`config.mk`:
```
export PLATFORM = sky130hd
export DESIGN_NAME = length_prefixed_bit_unpacker_unit
export DESIGN_NICKNAME = d
export VERILOG_FILES = /design/src/hdl/lpbu_pkg.sv /design/src/hdl/length_prefixed_bit_unpacker_unit.sv /design/src/hdl/lpbu_decode.sv /design/src/hdl/lpbu_serial.sv
export SDC_FILE = /design/constraint.sdc
export NUM_CORES = 1
export LEC_CHECK = 0
export ABC_AREA = 1
export BUFFER_PORTS_ARGS = -buffer_cell sky130_fd_sc_hd__buf_2
export CORE_UTILIZATION = 42
export CTS_CLUSTER_SIZE = 14
export DETAILED_ROUTE_END_ITERATION = 8
export GPL_TIMING_DRIVEN = 0
export SLEW_MARGIN = 20
export SYNTH_ARGS = -nofsm -noshare
export SYNTH_HDL_FRONTEND = slang
export SYNTH_HIERARCHICAL = 1
export SYNTH_SLANG_ARGS = --single-unit
export TNS_END_PERCENT = 20
```
`constraint.sdc`:
```
create_clock -name i_clk -period 2.2 [get_ports i_clk]
set_clock_uncertainty 0.05 [all_clocks]
set_input_delay 0.33 -clock i_clk [delete_from_list [all_inputs] [get_ports i_clk]]
set_output_delay 0.33 -clock i_clk [all_outputs]
set_load 0.005 [all_outputs]
```
`src/hdl/lpbu_pkg.sv`:
```
package lpbu_pkg;

    // Size marker codes that open a frame.
    localparam logic [7:0] MARK_ONE_BYTE = 8'hC0;
    localparam logic [7:0] MARK_TWO_BYTE = 8'h80;

    localparam int BITS_PER_BYTE = 8;
    localparam int BIT_IDX_W     = $clog2(BITS_PER_BYTE);
    localparam int COUNT_W       = 15;

    // Header parser phases.
    typedef enum logic [2:0] {
        PH_MARKER = 3'd0,
        PH_LEN8   = 3'd1,
        PH_LENHI  = 3'd2,
        PH_LENLO  = 3'd3,
        PH_DATA   = 3'd4
    } t_phase;

    // What the parser says about the word held in the input register.
    typedef struct packed {
        logic is_data;
        logic last;
    } t_cmd;

endpackage

```
`src/hdl/length_prefixed_bit_unpacker_unit.sv`:
```
// A data word taken from the input passes through the input register and then
// the output shifter, which sends its bits out least significant first.
// Header words retire from the input register; a data word waits there until
// the single-bit output shifter is free or sending its eighth bit.
// The input register takes the next word while the shifter is still emptying.
// Reset (synchronous, active low) clears the valid flags and sets the parser
// to await a size marker with a zero count.
module length_prefixed_bit_unpacker_unit
    import lpbu_pkg::*;
(
    input  logic       i_clk,
    input  logic       i_rst_n,
    input  logic       i_valid,
    output logic       o_stall,
    input  logic [7:0] i_in_byte,
    output logic       o_valid,
    input  logic       i_stall,
    output logic       o_bit_value,
    output logic       o_frame_last
);

    logic       r_in_valid;
    logic [7:0] r_in_byte;

    t_cmd w_cmd;
    logic w_can_load;
    logic w_consume;
    logic w_load;
    logic w_in_take;

    // Header words always retire; data words wait for the shifter.
    assign w_consume = r_in_valid && (!w_cmd.is_data || w_can_load);
    assign w_load    = r_in_valid && w_cmd.is_data && w_can_load;
    assign o_stall   = r_in_valid && !w_consume;
    assign w_in_take = i_valid && !o_stall;

    // Input register.
    always_ff @(posedge i_clk) begin
        if (!i_rst_n) begin
            r_in_valid <= 1'b0;
        end else if (w_in_take) begin
            r_in_valid <= 1'b1;
        end else if (w_consume) begin
            r_in_valid <= 1'b0;
        end
    end

    always_ff @(posedge i_clk) begin
        if (w_in_take) begin
            r_in_byte <= i_in_byte;
        end
    end

    lpbu_decode u_decode (
        .i_clk   (i_clk),
        .i_rst_n (i_rst_n),
        .i_byte  (r_in_byte),
        .i_take  (w_consume),
        .o_cmd   (w_cmd)
    );

    lpbu_serial u_serial (
        .i_clk        (i_clk),
        .i_rst_n      (i_rst_n),
        .i_load       (w_load),
        .i_byte       (r_in_byte),
        .i_last       (w_cmd.last),
        .i_stall      (i_stall),
        .o_can_load   (w_can_load),
        .o_valid      (o_valid),
        .o_bit_value  (o_bit_value),
        .o_frame_last (o_frame_last)
    );

    // A held word that cannot retire must be a data word.
    assert property (@(posedge i_clk) disable iff (!i_rst_n)
        (r_in_valid && !w_consume) |-> w_cmd.is_data)
        else $error("header word blocked in input register");

    // A blocked word stays in the input register unchanged.
    assert property (@(posedge i_clk) disable iff (!i_rst_n)
        (r_in_valid && !w_consume) |=> (r_in_valid && $stable(r_in_byte)))
        else $error("blocked input word lost or changed");

    // Loading the shifter implies the output side is free or finishing.
    assert property (@(posedge i_clk) disable iff (!i_rst_n)
        w_load |-> (!o_valid || !i_stall))
        else $error("shifter loaded while a stalled word is pending");

endmodule

```
`src/hdl/lpbu_decode.sv`:
```
module lpbu_decode
    import lpbu_pkg::*;
(
    input  logic       i_clk,
    input  logic       i_rst_n,
    input  logic [7:0] i_byte,
    input  logic       i_take,
    output t_cmd       o_cmd
);

    t_phase               r_phase, n_phase;
    logic [COUNT_W-1:0]   r_bytes_left, n_bytes_left;
    logic [7:0]           r_length_high, n_length_high;

    logic [COUNT_W-1:0]   w_count;
    logic                 w_start;

    // Next state: walk the frame header and count down the data words.
    always_comb begin
        n_phase       = r_phase;
        n_bytes_left  = r_bytes_left;
        n_length_high = r_length_high;
        w_count       = '0;
        w_start       = 1'b0;
        if (i_take) begin
            case (r_phase)
                PH_LEN8: begin
                    w_count = {{(COUNT_W-8){1'b0}}, i_byte};
                    w_start = 1'b1;
                end
                PH_LENHI: begin
                    n_length_high = i_byte;
                    n_phase       = PH_LENLO;
                end
                PH_LENLO: begin
                    if (r_length_high[7]) begin
                        n_phase      = PH_MARKER;
                        n_bytes_left = '0;
                    end else begin
                        w_count = {r_length_high[6:0], i_byte};
                        w_start = 1'b1;
                    end
                end
                PH_DATA: begin
                    if (r_bytes_left != '0) begin
                        n_bytes_left = r_bytes_left - 1'b1;
                        if (r_bytes_left == {{(COUNT_W-1){1'b0}}, 1'b1}) begin
                            n_phase = PH_MARKER;
                        end
                    end else if (i_byte == MARK_ONE_BYTE) begin
                        n_phase = PH_LEN8;
                    end else if (i_byte == MARK_TWO_BYTE) begin
                        n_phase = PH_LENHI;
                    end else begin
                        w_count = {{(COUNT_W-8){1'b0}}, i_byte};
                        w_start = 1'b1;
                    end
                end
                default: begin
                    if (i_byte == MARK_ONE_BYTE) begin
                        n_phase = PH_LEN8;
                    end else if (i_byte == MARK_TWO_BYTE) begin
                        n_phase = PH_LENHI;
                    end else begin
                        w_count = {{(COUNT_W-8){1'b0}}, i_byte};
                        w_start = 1'b1;
                    end
                end
            endcase
            // A zero count closes the frame at once.
            if (w_start) begin
                if (w_count == '0) begin
                    n_phase      = PH_MARKER;
                    n_bytes_left = '0;
                end else begin
                    n_phase      = PH_DATA;
                    n_bytes_left = w_count;
                end
            end
        end
    end

    // Outputs: the held word is a data word while data words remain.
    always_comb begin
        o_cmd.is_data = (r_phase == PH_DATA) && (r_bytes_left != '0);
        o_cmd.last    = (r_bytes_left == {{(COUNT_W-1){1'b0}}, 1'b1});
    end

    always_ff @(posedge i_clk) begin
        if (!i_rst_n) begin
            r_phase       <= PH_MARKER;
            r_bytes_left  <= '0;
            r_length_high <= '0;
        end else begin
            r_phase       <= n_phase;
            r_bytes_left  <= n_bytes_left;
            r_length_high <= n_length_high;
        end
    end

endmodule

```
`src/hdl/lpbu_serial.sv`:
```
module lpbu_serial
    import lpbu_pkg::*;
(
    input  logic       i_clk,
    input  logic       i_rst_n,
    input  logic       i_load,
    input  logic [7:0] i_byte,
    input  logic       i_last,
    input  logic       i_stall,
    output logic       o_can_load,
    output logic       o_valid,
    output logic       o_bit_value,
    output logic       o_frame_last
);

    logic                 r_busy;
    logic [7:0]           r_shift;
    logic                 r_last;
    logic [BIT_IDX_W-1:0] r_idx;

    logic w_out_take;
    logic w_final_bit;

    localparam logic [BIT_IDX_W-1:0] LAST_IDX = BIT_IDX_W'(BITS_PER_BYTE - 1);

    assign w_out_take  = r_busy && !i_stall;
    assign w_final_bit = (r_idx == LAST_IDX);

    // A new word may enter once the shifter is empty or its eighth bit leaves now.
    assign o_can_load   = !r_busy || (w_out_take && w_final_bit);
    assign o_valid      = r_busy;
    assign o_bit_value  = r_shift[0];
    assign o_frame_last = r_last && w_final_bit;

    // Control of the shifter.
    always_ff @(posedge i_clk) begin
        if (!i_rst_n) begin
            r_busy <= 1'b0;
            r_idx  <= '0;
        end else if (i_load) begin
            r_busy <= 1'b1;
            r_idx  <= '0;
        end else if (w_out_take) begin
            r_idx <= r_idx + 1'b1;
            if (w_final_bit) begin
                r_busy <= 1'b0;
            end
        end
    end

    // Payload: bits leave least significant first.
    always_ff @(posedge i_clk) begin
        if (i_load) begin
            r_shift <= i_byte;
            r_last  <= i_last;
        end else if (w_out_take) begin
            r_shift <= {1'b0, r_shift[7:1]};
        end
    end

endmodule
```
==> metrics.md, run 1 <==
| Metric | Value |
|---|---|
| DIE HEIGHT | `85.3 microns` |
| Post-synth EDFFs | `17` |
| Setup Crit Path Kind | `reg2reg` |
| Leak | `0.00158 uW` |
| Critical-path cell list | `inv_2 > ha_1 > nand2_2 > nor2_4 > a21oi_4 > a21boi_1 > buf_4 > buf_4 > nand2_4 > buf_6 > nand2_1 > nand2_1 > nor2_1` |
| DRT Pass-1 Iters | `4` |
| Placed Area | `0.00309 sq mm` |
| Register bit total from synthesis | `48` |
| Slowest cell on crit path | `dfxtp_1` |
| Top_reg_cell synth | `dfxtp_1` |
| Avg Cell Area, Syn | `6.86 sq um` |
| Maxcap violations | `0` |
| CTS tree | `yes` |
| P_int | `1470 uW` |
| Post-route design area | `0.00326 sq mm` |
| Root buffer cell | `clkbuf_8` |
| Cell variety after synth | `28` |
| Commonest non-fill, non-tap cell in the layout | `nand2_1` |
| Min Tclk post-route | `2.10 ns` |
| Drt drc | `0` |
| Clock Path Buffers | `2` |
| Status | `completed` |
| ANT cells | `0` |
| R2R Setup Slk | `0.1 ns` |
| Worst Path Required | `2.36 ns` |
| Setup TNS | `0 ns` |
| Vias | `2631` |
| Synth async-reset ratio | `0%` |
| Largest fanout on the critical path | `10` |
| Power Dens Cells | `662 mW/mm^2` |
| Max Slew Vio Count | `0` |
| Startpoint Class | `flip-flop` |
| Fin. Hold Viols | `0` |
| Num rows | `29` |
| Hold Path Class | `in2reg` |
| Tcrit/Tclk final | `95.6%` |
| Multi-input logic area | `0.00154 sq mm` |
| DP HPWL | `5.19 mm` |
| Die ar. | `0.00728 sq mm` |
| Post-CTS Hold Buffers | `0` |
| IO Pins | `16` |
| Data arrival, critical path | `2.26 ns` |
| Layout Utilization | `49.8%` |
| R2R cell count | `13` |
| Least-Margin Pin Slew | `0.500 ns` |
| Hold Path Stages | `1` |
| Fraction of layout cells with a size suffix above 1 | `17.6%` |
| Post-Syn Instances | `425` |
| CP max stage delay | `0.39 ns` |
| Syn_nets | `442` |
| Skew-Pair Late Insertion Delay | `0.30 ns` |
| Count of input and output buffers | `15` |
| Most frequent cells in the layout | `nand2_1, nor2_1, inv_1, nand3_1, dfxtp_1` |
| Reg-to-Reg End | `u_decode/r_bytes_left[14]` |
| Final WL | `6.99 mm` |
| Clk pwr share | `30.7%` |
| Sw Pwr | `687 uW` |
| Vias in the first global route | `2472` |
| Setup ws final | `0.0960 ns` |
| First-pass GRT wire length | `11.5 mm` |
| Yosys warnings | `6` |
| Max_slew headroom | `66.7%` |
| FF/Latch Area | `0.00113 sq mm` |
| Final hold slack | `0.147 ns` |
| DR iter-0 viols | `125` |
| Cell area after synthesis | `0.00291 sq mm` |
| Grt ovf | `0` |
| RSZ-0062 raised after global routing | `false` |
| Fmax | `475 MHz` |
| Sequential fraction of design power | `46.7%` |
| WL/cell | `13.3 microns` |
| Setup crit end kind | `flip-flop` |
| Logic pwr share | `22.7%` |
| Layout area overhead | `11.7%` |
| H-tree lvl count | `2` |
| Switching part of the total | `31.9%` |
| Hold Crit Start | `i_in_byte[7]` |
| Clock slew at reported path FFs | `0.10 ns` |
| Num Clock Sinks | `48` |
| CTS buffer count | `5` |
| Initial Utilization | `44.6%` |
| Hold Crit Endpoint | `r_in_byte[7]` |
| Die X-Extent | `85.3 microns` |
| Post-synthesis sequential area ratio | `38.8%` |
| Final #Nets | `466` |
| Vias per cell | `4.99` |
| Antenna Nets Post-Route | `0` |
| Core area | `0.00653 sq mm` |
| Gr usage total | `20.3%` |
| Largest net degree at the start of global routing | `17` |
| GP Congestion | `0.854` |
| FF-to-FF Start | `u_decode/r_bytes_left[0]` |
| Fillers | `677` |
| Initial antenna violation count | `0` |
| Setup violators final | `0` |
| Worst IR Drop VDD | `0.000291 V` |
| Pre-CTS WS | `-0.402 ns` |
critical path, delay by kind of cell, from the launching register on:
| family | cells | cell delay [ns] |
|---|---|---|
| AO/OA/AOI/OAI | 2 | 0.32 |
| buffers and inverters | 4 | 0.60 |
| AND/OR/NAND/NOR | 6 | 0.43 |
| flip-flops | 1 | 0.39 |
| adder cells (fa/ha/maj) | 1 | 0.23 |
power by group through the flow:
| stage | clock [uW] | sequential (uW) | combinational [uW] |
|---|---|---|---|
| 5_1_grt | 723 | 1010 | 553 |
| 3_3_place_gp | 0 | 1030 | 463 |
| 2_1_floorplan | 0 | 1010 | 366 |
| 6_report | 661 | 1010 | 488 |
| 4_1_cts | 695 | 1000 | 474 |
| 3_5_place_dp | 0 | 1030 | 467 |
through the flow:
step	cells	total power [uW]
CTS	525	2170
global placement	517	1490
detailed placement	517	1490
floorplan	425	1380
finish	527	2160
global route	527	2290
worst max path at each step:
stage | depth (start not counted) | slack (ns) | from | endpoint
after floorplan | 10 | 0.01 | u_decode/r_bytes_left[0] | u_serial/r_shift[0]
after global placement | 10 | -0.38 | u_decode/r_bytes_left[0] | u_serial/r_shift[7]
after detailed placement | 10 | -0.40 | u_decode/r_bytes_left[0] | u_serial/r_shift[6]
after CTS | 11 | 0.002 | u_decode/r_bytes_left[0] | u_decode/r_length_high[5]
after global routing | 11 | 0.003 | u_decode/r_bytes_left[1] | u_decode/r_length_high[4]
final | 13 | 0.1 | u_decode/r_bytes_left[0] | u_decode/r_bytes_left[14]
synth_stat cells (4+ instances only):
cell type	n	area share [%]
nor2_1	73	9.4
buf_2	4	0.69
nand2_1	113	15
edfxtp_1	17	18
a21oi_1	16	2.7
dfxtp_1	31	21
nor2_4	6	2.3
nand3_1	45	7.7
inv_1	50	6.4
nor2_2	5	1.1
ha_1	5	2.1
o21ai_0	15	2.6
inv_2	6	0.77
nand2_2	12	2.6
cells by family after synthesis:
family | after synthesis | share of synthesized area [%]
AND/OR/NAND/NOR | 269 | 42.8
buffers and inverters | 67 | 9.45
flip-flops | 48 | 38.8
AO/OA/AOI/OAI | 33 | 5.88
adder cells (fa/ha/maj) | 5 | 2.15
XOR/XNOR | 3 | 0.902
sequential cells by signal, summed over array words and instances (netlist names):
| register | flops |
|---|---|
| u_decode/r_bytes_left | 15 |
| r_in_byte | 8 |
| u_decode/r_length_high | 8 |
| u_serial/r_shift | 8 |
| u_decode/r_phase | 3 |
| u_serial/r_idx | 3 |
| r_in_valid | 1 |
| u_serial/o_valid | 1 |
| u_serial/r_last | 1 |
what timing repair did:
action | CTS | global route
gates resized for setup | 5 | 10
endpoints found under the hold margin | 0 | 0
setup buffers | 0 | 2
setup endpoints to repair | 26 | 39
metal layers:
layer | vias up | track usage, % | part of all wire, %
met5 | - | 0 | 0
met4 | 0 | 5.15 | 0.84
met3 | 4 | 2.92 | 3.1
met2 | 37 | 33.4 | 47
met1 | 1214 | 28.3 | 49
li1 | 1376 | - | -
area by class of cell:
cell class / instances / area share [%]
Inverter: 56 / 6.46
Buffer: 11 / 2.23
Clock inverter: 3 / 1.42
Tap cell: 77 / 2.96
Clock buffer: 5 / 2.11
Sequential cell: 48 / 34.7
Multi-Input combinational cell: 310 / 47.3
Timing Repair Buffer: 17 / 2.77
Note: power is estimated with default switching activity, not from simulation.
==> run 2: changes to the inputs <==
- PLACE_DENSITY: unset -> 0.65
==> run 2 against run 1 <==
- first-iteration DRC count grew 38%
- worst setup slack improved by 0.049 ns
- register-to-register slack improved by 0.05 ns
- routed wire length is 6.4% lower
- die area did not move
- core utilization down 0.23 points
- global-route usage decreased by 1.1 points
- total power fell by 4.7%
- design area fell by 0.46%
==> metrics.md, run 2 (synthesis gave the netlist of run 1 again) <==
| Metric | Value |
|---|---|
| Status | `completed` |
| Setup Crit Path Kind | `reg2reg` |
| DR iter-0 viols | `173 (+38%)` |
| Tcrit/Tclk final | `93.4% (-2.2 points)` |
| H-tree lvl count | `2 (unchanged)` |
| R2R Setup Slk | `0.14 ns (+0.05 ns)` |
| DIE HEIGHT | `85.3 microns (unchanged)` |
| R2R cell count | `10 (-3)` |
| Clock slew at reported path FFs | `0.09 ns (about the same)` |
| Die ar. | `0.00728 sq mm (unchanged)` |
| Hold Path Stages | `1 (unchanged)` |
| Skew-Pair Late Insertion Delay | `0.30 ns (about the same)` |
| Largest fanout on the critical path | `10 (unchanged)` |
| Die X-Extent | `85.3 microns (unchanged)` |
| Vias | `2668 (+1.4%)` |
| GP Congestion | `0.840 (-1.6%)` |
| Count of input and output buffers | `15 (unchanged)` |
| CTS tree | `yes` |
| Grt ovf | `0 (unchanged)` |
| Min Tclk post-route | `2.06 ns (-0.0488 ns)` |
| Hold Crit Endpoint | `r_in_byte[6]` |
| First-pass GRT wire length | `11.1 mm (-3.9%)` |
| Setup crit end kind | `flip-flop` |
| Hold Crit Start | `i_in_byte[6]` |
| Most frequent cells in the layout | `nand2_1, nor2_1, inv_1, nand3_1, dfxtp_1` |
| Gr usage total | `19.2% (-1.1 points)` |
| Fin. Hold Viols | `0 (unchanged)` |
| Core area | `0.00653 sq mm (unchanged)` |
| FF-to-FF Start | `u_decode/r_bytes_left[0]` |
| Largest register by flop count | `u_decode/r_bytes_left` |
| Vias per cell | `5.05 (+1.2%)` |
| ANT cells | `0 (unchanged)` |
| Vias in the first global route | `2379 (-3.8%)` |
| Num rows | `29 (unchanged)` |
| Final WL | `6.54 mm (-6.4%)` |
| Startpoint Class | `flip-flop` |
| Maxcap violations | `0 (unchanged)` |
| Largest net degree at the start of global routing | `16 (-1)` |
| Layout area overhead | `11.2%` |
| DP HPWL | `5.06 mm (-2.4%)` |
| Power Dens Cells | `634 mW/mm^2 (-4.3%)` |
| Root buffer cell | `clkbuf_8` |
| Setup TNS | `0 ns (unchanged)` |
| Worst IR Drop VDD | `0.000270 V (-7.5%)` |
| Max_slew headroom | `65.9% (-0.71 points)` |
| Data arrival, critical path | `1.98 ns (-0.28 ns)` |
| Reg-to-Reg End | `u_serial/r_shift[2]` |
| Layout Utilization | `49.6% (-0.23 points)` |
| Final #Nets | `467 (+0.21%)` |
| Max Slew Vio Count | `0 (unchanged)` |
| Setup violators final | `0 (unchanged)` |
| Fraction of layout cells with a size suffix above 1 | `17.3% (-0.26 points)` |
| Max reg flops | `15 (unchanged)` |
| Hold Path Class | `in2reg` |
| Clock Path Buffers | `2 (unchanged)` |
| Initial Utilization | `44.6% (unchanged)` |
| Num Clock Sinks | `48 (unchanged)` |
| Leak | `0.00157 uW (-0.42%)` |
| Least-Margin Pin Slew | `0.511 ns (+0.0107 ns)` |
| CTS buffer count | `5 (unchanged)` |
| Commonest non-fill, non-tap cell in the layout | `nand2_1` |
| IO Pins | `16 (unchanged)` |
| DRT Pass-1 Iters | `7 (+3)` |
| Antenna Nets Post-Route | `0 (unchanged)` |
| WL/cell | `12.4 microns (-6.6%)` |
| Fmax | `487 MHz (+2.4%)` |
| Initial antenna violation count | `0 (unchanged)` |
| Drt drc | `0 (unchanged)` |
| Worst Path Required | `2.13 ns (-0.23 ns)` |
==> run 2: where the power goes <==
part / internal, uW / switching [uW]
logic: 163 / 326
clock network: 255 / 306
registers: 963 / 40.8
total: 1380 / 673
==> run 2: area by class of cell <==
cell class	instances	area, sq um
fill	658	3290
multi-input combinational	310	1540
sequential	48	1130
inverter	56	210
timing repair buffer	18	97.6
tap	77	96.3
clock buffer	6	82.6
buffer	11	72.6
clock inverter	2	15.0
==> run 2: how the worst max path moves through the flow <==
stage                                        start                         to  slack (ns)
after floorplan           u_decode/r_bytes_left[0]        u_serial/r_shift[0]        0.01
after global placement    u_decode/r_bytes_left[0]        u_serial/r_shift[2]       -0.36
after detailed placement  u_decode/r_bytes_left[0]        u_serial/r_shift[0]       -0.38
after CTS                 u_decode/r_bytes_left[0]  u_decode/r_length_high[3]        0.03
after global routing      u_decode/r_bytes_left[0]  u_decode/r_length_high[3]      -0.003
final                     u_decode/r_bytes_left[0]        u_serial/r_shift[2]        0.14
==> run 2: routing by layer <==
| layer | global-route usage, % | wire length, microns | vias up | share of wire (%) |
|---|---|---|---|---|
| li1 | - | - | 1387 | - |
| met1 | 28.0 | 3300 | 1214 | 50 |
| met2 | 29.2 | 2880 | 59 | 44 |
| met3 | 3.40 | 266 | 8 | 4.1 |
| met4 | 5.61 | 95 | 0 | 1.5 |
| met5 | 0 | 0 | - | 0 |
==> run 2: repair_timing <==
item | 4_1_cts | 5_1_grt
setup endpoints to repair | 24 | 26
hold endpoints to repair | 0 | 0
resized for setup | 6 | 9
setup buffers | 0 | 3
hold buffers | 0 | 0
==> run 2: critical path, cell delays in order, from the launching register on <==
cell,delay (ns)
dfxtp_1,0.38
inv_1,0.11
ha_1,0.21
nand2_2,0.08
nor2_4,0.05
a21oi_4,0.21
nand2_1,0.09
nor2_2,0.13
buf_6,0.16
inv_2,0.10
o21ai_4,0.15
==> run 2: metrics by stage <==
step / total power [uW] / instance area [sq um] / std cells / hold WS, ns / worst slack, ns
after CTS: 2070 / 3200 / 525 / 0.140 / 0.0347
after global placement: 1480 / 3090 / 517 / 0.404 / -0.357
after floorplan: 1380 / 2910 / 425 / 0.379 / 0.0147
after detailed placement: 1490 / 3090 / 517 / 0.413 / -0.378
after global routing: 2180 / 3240 / 528 / 0.134 / -0.00341
final: 2050 / 3240 / 528 / 0.153 / 0.145
==> run 3: changes to the inputs <==
- CORE_ASPECT_RATIO: unset -> 0.8
- CORE_UTILIZATION: 42 -> 55
- PLACE_DENSITY: 0.65 -> 0.8
- RECOVER_POWER: unset -> 100
==> run 3 against run 2 <==
- first-iteration DRC count increased by 29%
- core utilization is 13 points higher
- sequential power barely moved
- via count rose by 3.4%
- die area decreased by 23%
- global-route usage up 5.8 points
- worst hold slack worse by 0.012 ns
- worst setup slack worse by 0.0037 ns
==> metrics.md, run 3 (synthesis gave the netlist of run 1 again) <==
| Metric | Value |
|---|---|
| Crit path buf inv count | `3 (unchanged)` |
| Setup crit end kind | `primary output` |
| Fillers | `473 (-28%)` |
| GP Congestion | `0.936 (+11%)` |
| Commonest non-fill, non-tap cell in the layout | `nand2_1` |
| DIE HEIGHT | `67.1 microns (-21%)` |
| Antenna Nets Post-Route | `0 (unchanged)` |
| Hold Path Class | `in2reg` |
| Worst Path Required | `1.82 ns (-0.31 ns)` |
| Setup Crit Path Kind | `reg2out` |
| Post-Layout Cell Count | `511 (-3.2%)` |
| Family with the most delay on the worst path | `flip-flops` |
| Grt ovf | `0 (unchanged)` |
| Final #Nets | `465 (-0.43%)` |
| ANT cells | `0 (unchanged)` |
| Max Slew Vio Count | `0 (unchanged)` |
| Leak | `0.00154 uW (-1.6%)` |
| Max_slew headroom | `65.2% (-0.79 points)` |
| Vias | `2758 (+3.4%)` |
| Initial antenna violation count | `0 (unchanged)` |
| Skew-Pair Late Insertion Delay | `0.31 ns (about the same)` |
| Vias in the first global route | `2254 (-5.3%)` |
| IO Pins | `16 (unchanged)` |
| DR iter-0 viols | `224 (+29%)` |
| Num rows | `23 (-21%)` |
| Worst IR Drop VDD | `0.000426 V (+58%)` |
| Clock Path Buffers | `2 (unchanged)` |
| Largest net degree at the start of global routing | `16 (unchanged)` |
| Slowest cell on crit path | `dfxtp_1` |
| H-tree lvl count | `2 (unchanged)` |
| Die X-Extent | `83.4 microns (-2.2%)` |
| DP HPWL | `5.18 mm (+2.3%)` |
| Maxcap violations | `0 (unchanged)` |
| Min Tclk post-route | `2.06 ns (+0.00366 ns)` |
| Status | `completed` |
| Most frequent cells in the layout | `nand2_1, nor2_1, inv_1, nand3_1, dfxtp_1` |
| WL/cell | `13.4 microns (+7.8%)` |
| Least-Margin Pin Slew | `0.523 ns (+0.0119 ns)` |
| Dpl cells | `502 (-2.9%)` |
| Drt drc | `0 (unchanged)` |
| Crit path from | `u_decode/r_bytes_left[0]` |
| Final WL | `6.82 mm (+4.3%)` |
| Startpoint Class | `flip-flop` |
| Final hold slack | `0.141 ns (-0.0116 ns)` |
| Tcrit/Tclk final | `93.6% (+0.17 points)` |
| First-pass GRT wire length | `10.8 mm (-2.7%)` |
| Core area | `0.00506 sq mm (-22%)` |
| Critical Path Stages | `8 (-2)` |
| Fin. Hold Viols | `0 (unchanged)` |
| Pre-CTS WS | `-0.356 ns (+0.0223 ns)` |
| R2R cell count | `10 (unchanged)` |
| CTS tree | `yes` |
| Root buffer cell | `clkbuf_8` |
| Data arrival, critical path | `1.68 ns (-0.30 ns)` |
| Largest register by flop count | `u_decode/r_bytes_left` |
| Setup TNS | `0 ns (unchanged)` |
| RSZ-0062 raised after global routing | `false` |
| Hold Crit Start | `i_in_byte[3]` |
| Die ar. | `0.00560 sq mm (-23%)` |
| Fraction of layout cells with a size suffix above 1 | `15.8% (-1.5 points)` |
| Num Clock Sinks | `48 (unchanged)` |
| Count of input and output buffers | `15 (unchanged)` |
| Hold Path Stages | `1 (unchanged)` |
| Largest fanout on the critical path | `4 (-6)` |
| Fmax | `486 MHz (-0.18%)` |
| Critical-path cell list | `inv_2 > ha_1 > nand2_1 > nor2_4 > a21oi_4 > nand3_2 > inv_1 > clkbuf_1` |
| Setup ws final | `0.141 ns (-0.00366 ns)` |
| CTS buffer count | `5 (unchanged)` |
| Power Dens Cells | `635 mW/mm^2 (+0.23%)` |
| Gr usage total | `25.0% (+5.8 points)` |
| FF-to-FF Start | `u_decode/r_bytes_left[0]` |
| Max reg flops | `15 (unchanged)` |
| Post-CTS Hold Buffers | `0 (unchanged)` |
| CP max stage delay | `0.41 ns (+0.03 ns)` |
| Clock slew at reported path FFs | `0.09 ns (about the same)` |
| Setup violators final | `0 (unchanged)` |
| Initial Utilization | `57.5% (+13 points)` |
| Layout area overhead | `9.32%` |
| Vias per cell | `5.40 (+6.8%)` |
| DRT Pass-1 Iters | `5 (-2)` |
## run 3: cell count changes in the layout (fill, tap and decap cells not counted), sizes merged
cell / change
clkbuf: +4
clkinv: +1
buf: -7
## run 3: routing by layer
layer,up-vias,GRT usage (%),part of all wire (%),wire length (microns)
li1,1379,-,-,-
met1,1268,36.4,48,3260
met2,107,37.4,43,2940
met3,4,5.58,8.5,582
met4,0,6.25,0.53,36
met5,-,0,0,0
## run 3: final timing paths
check,endpoint,slack [ns]
setup / recovery,o_stall,0.14
hold / removal,r_in_byte[3],0.14
setup reg to reg,u_serial/r_shift[7],0.15
hold reg to reg,u_decode/r_phase[1],0.43
## run 3: what timing repair did
action	4_1_cts	5_1_grt
resized for setup	5	11
setup buffers	0	1
setup endpoints to repair	24	41
## run 3: worst register-to-register path: stages, from the launching register on
cell,delay (ns)
dfxtp_1,0.41
inv_2,0.09
ha_1,0.19
nand2_1,0.11
nor2_4,0.07
a21oi_4,0.19
nand2_1,0.09
nor2_2,0.12
buf_6,0.16
inv_2,0.10
o21ai_4,0.15
## run 3: final cells by class
cell class | count | area, sq um | area share, %
clock inverters | 3 | 18.8 | 0.589
multi-input cells | 310 | 1530 | 48.0
repair buffers | 16 | 80.1 | 2.51
inverters | 56 | 210 | 6.60
plain buffers | 11 | 68.8 | 2.16
clock buffers | 5 | 68.8 | 2.16
flip-flops and latches | 48 | 1130 | 35.5
well taps | 62 | 77.6 | 2.44
## run 3: metrics by stage
stage	cell area, sq um	power [uW]	util, %
3_3_place_gp	3070	1480	60.5
3_5_place_dp	3070	1490	60.5
4_1_cts	3160	2020	62.5
5_1_grt	3190	2130	62.9
6_report	3190	2020	62.9
2_1_floorplan	2910	1380	-
## run 3: power breakdown
part | switching (uW) | internal (uW) | leakage (uW)
clock network | 314 | 220 | 0.0000378
logic | 328 | 157 | 0.00109
registers | 41.8 | 963 | 0.000414
total | 683 | 1340 | 0.00154
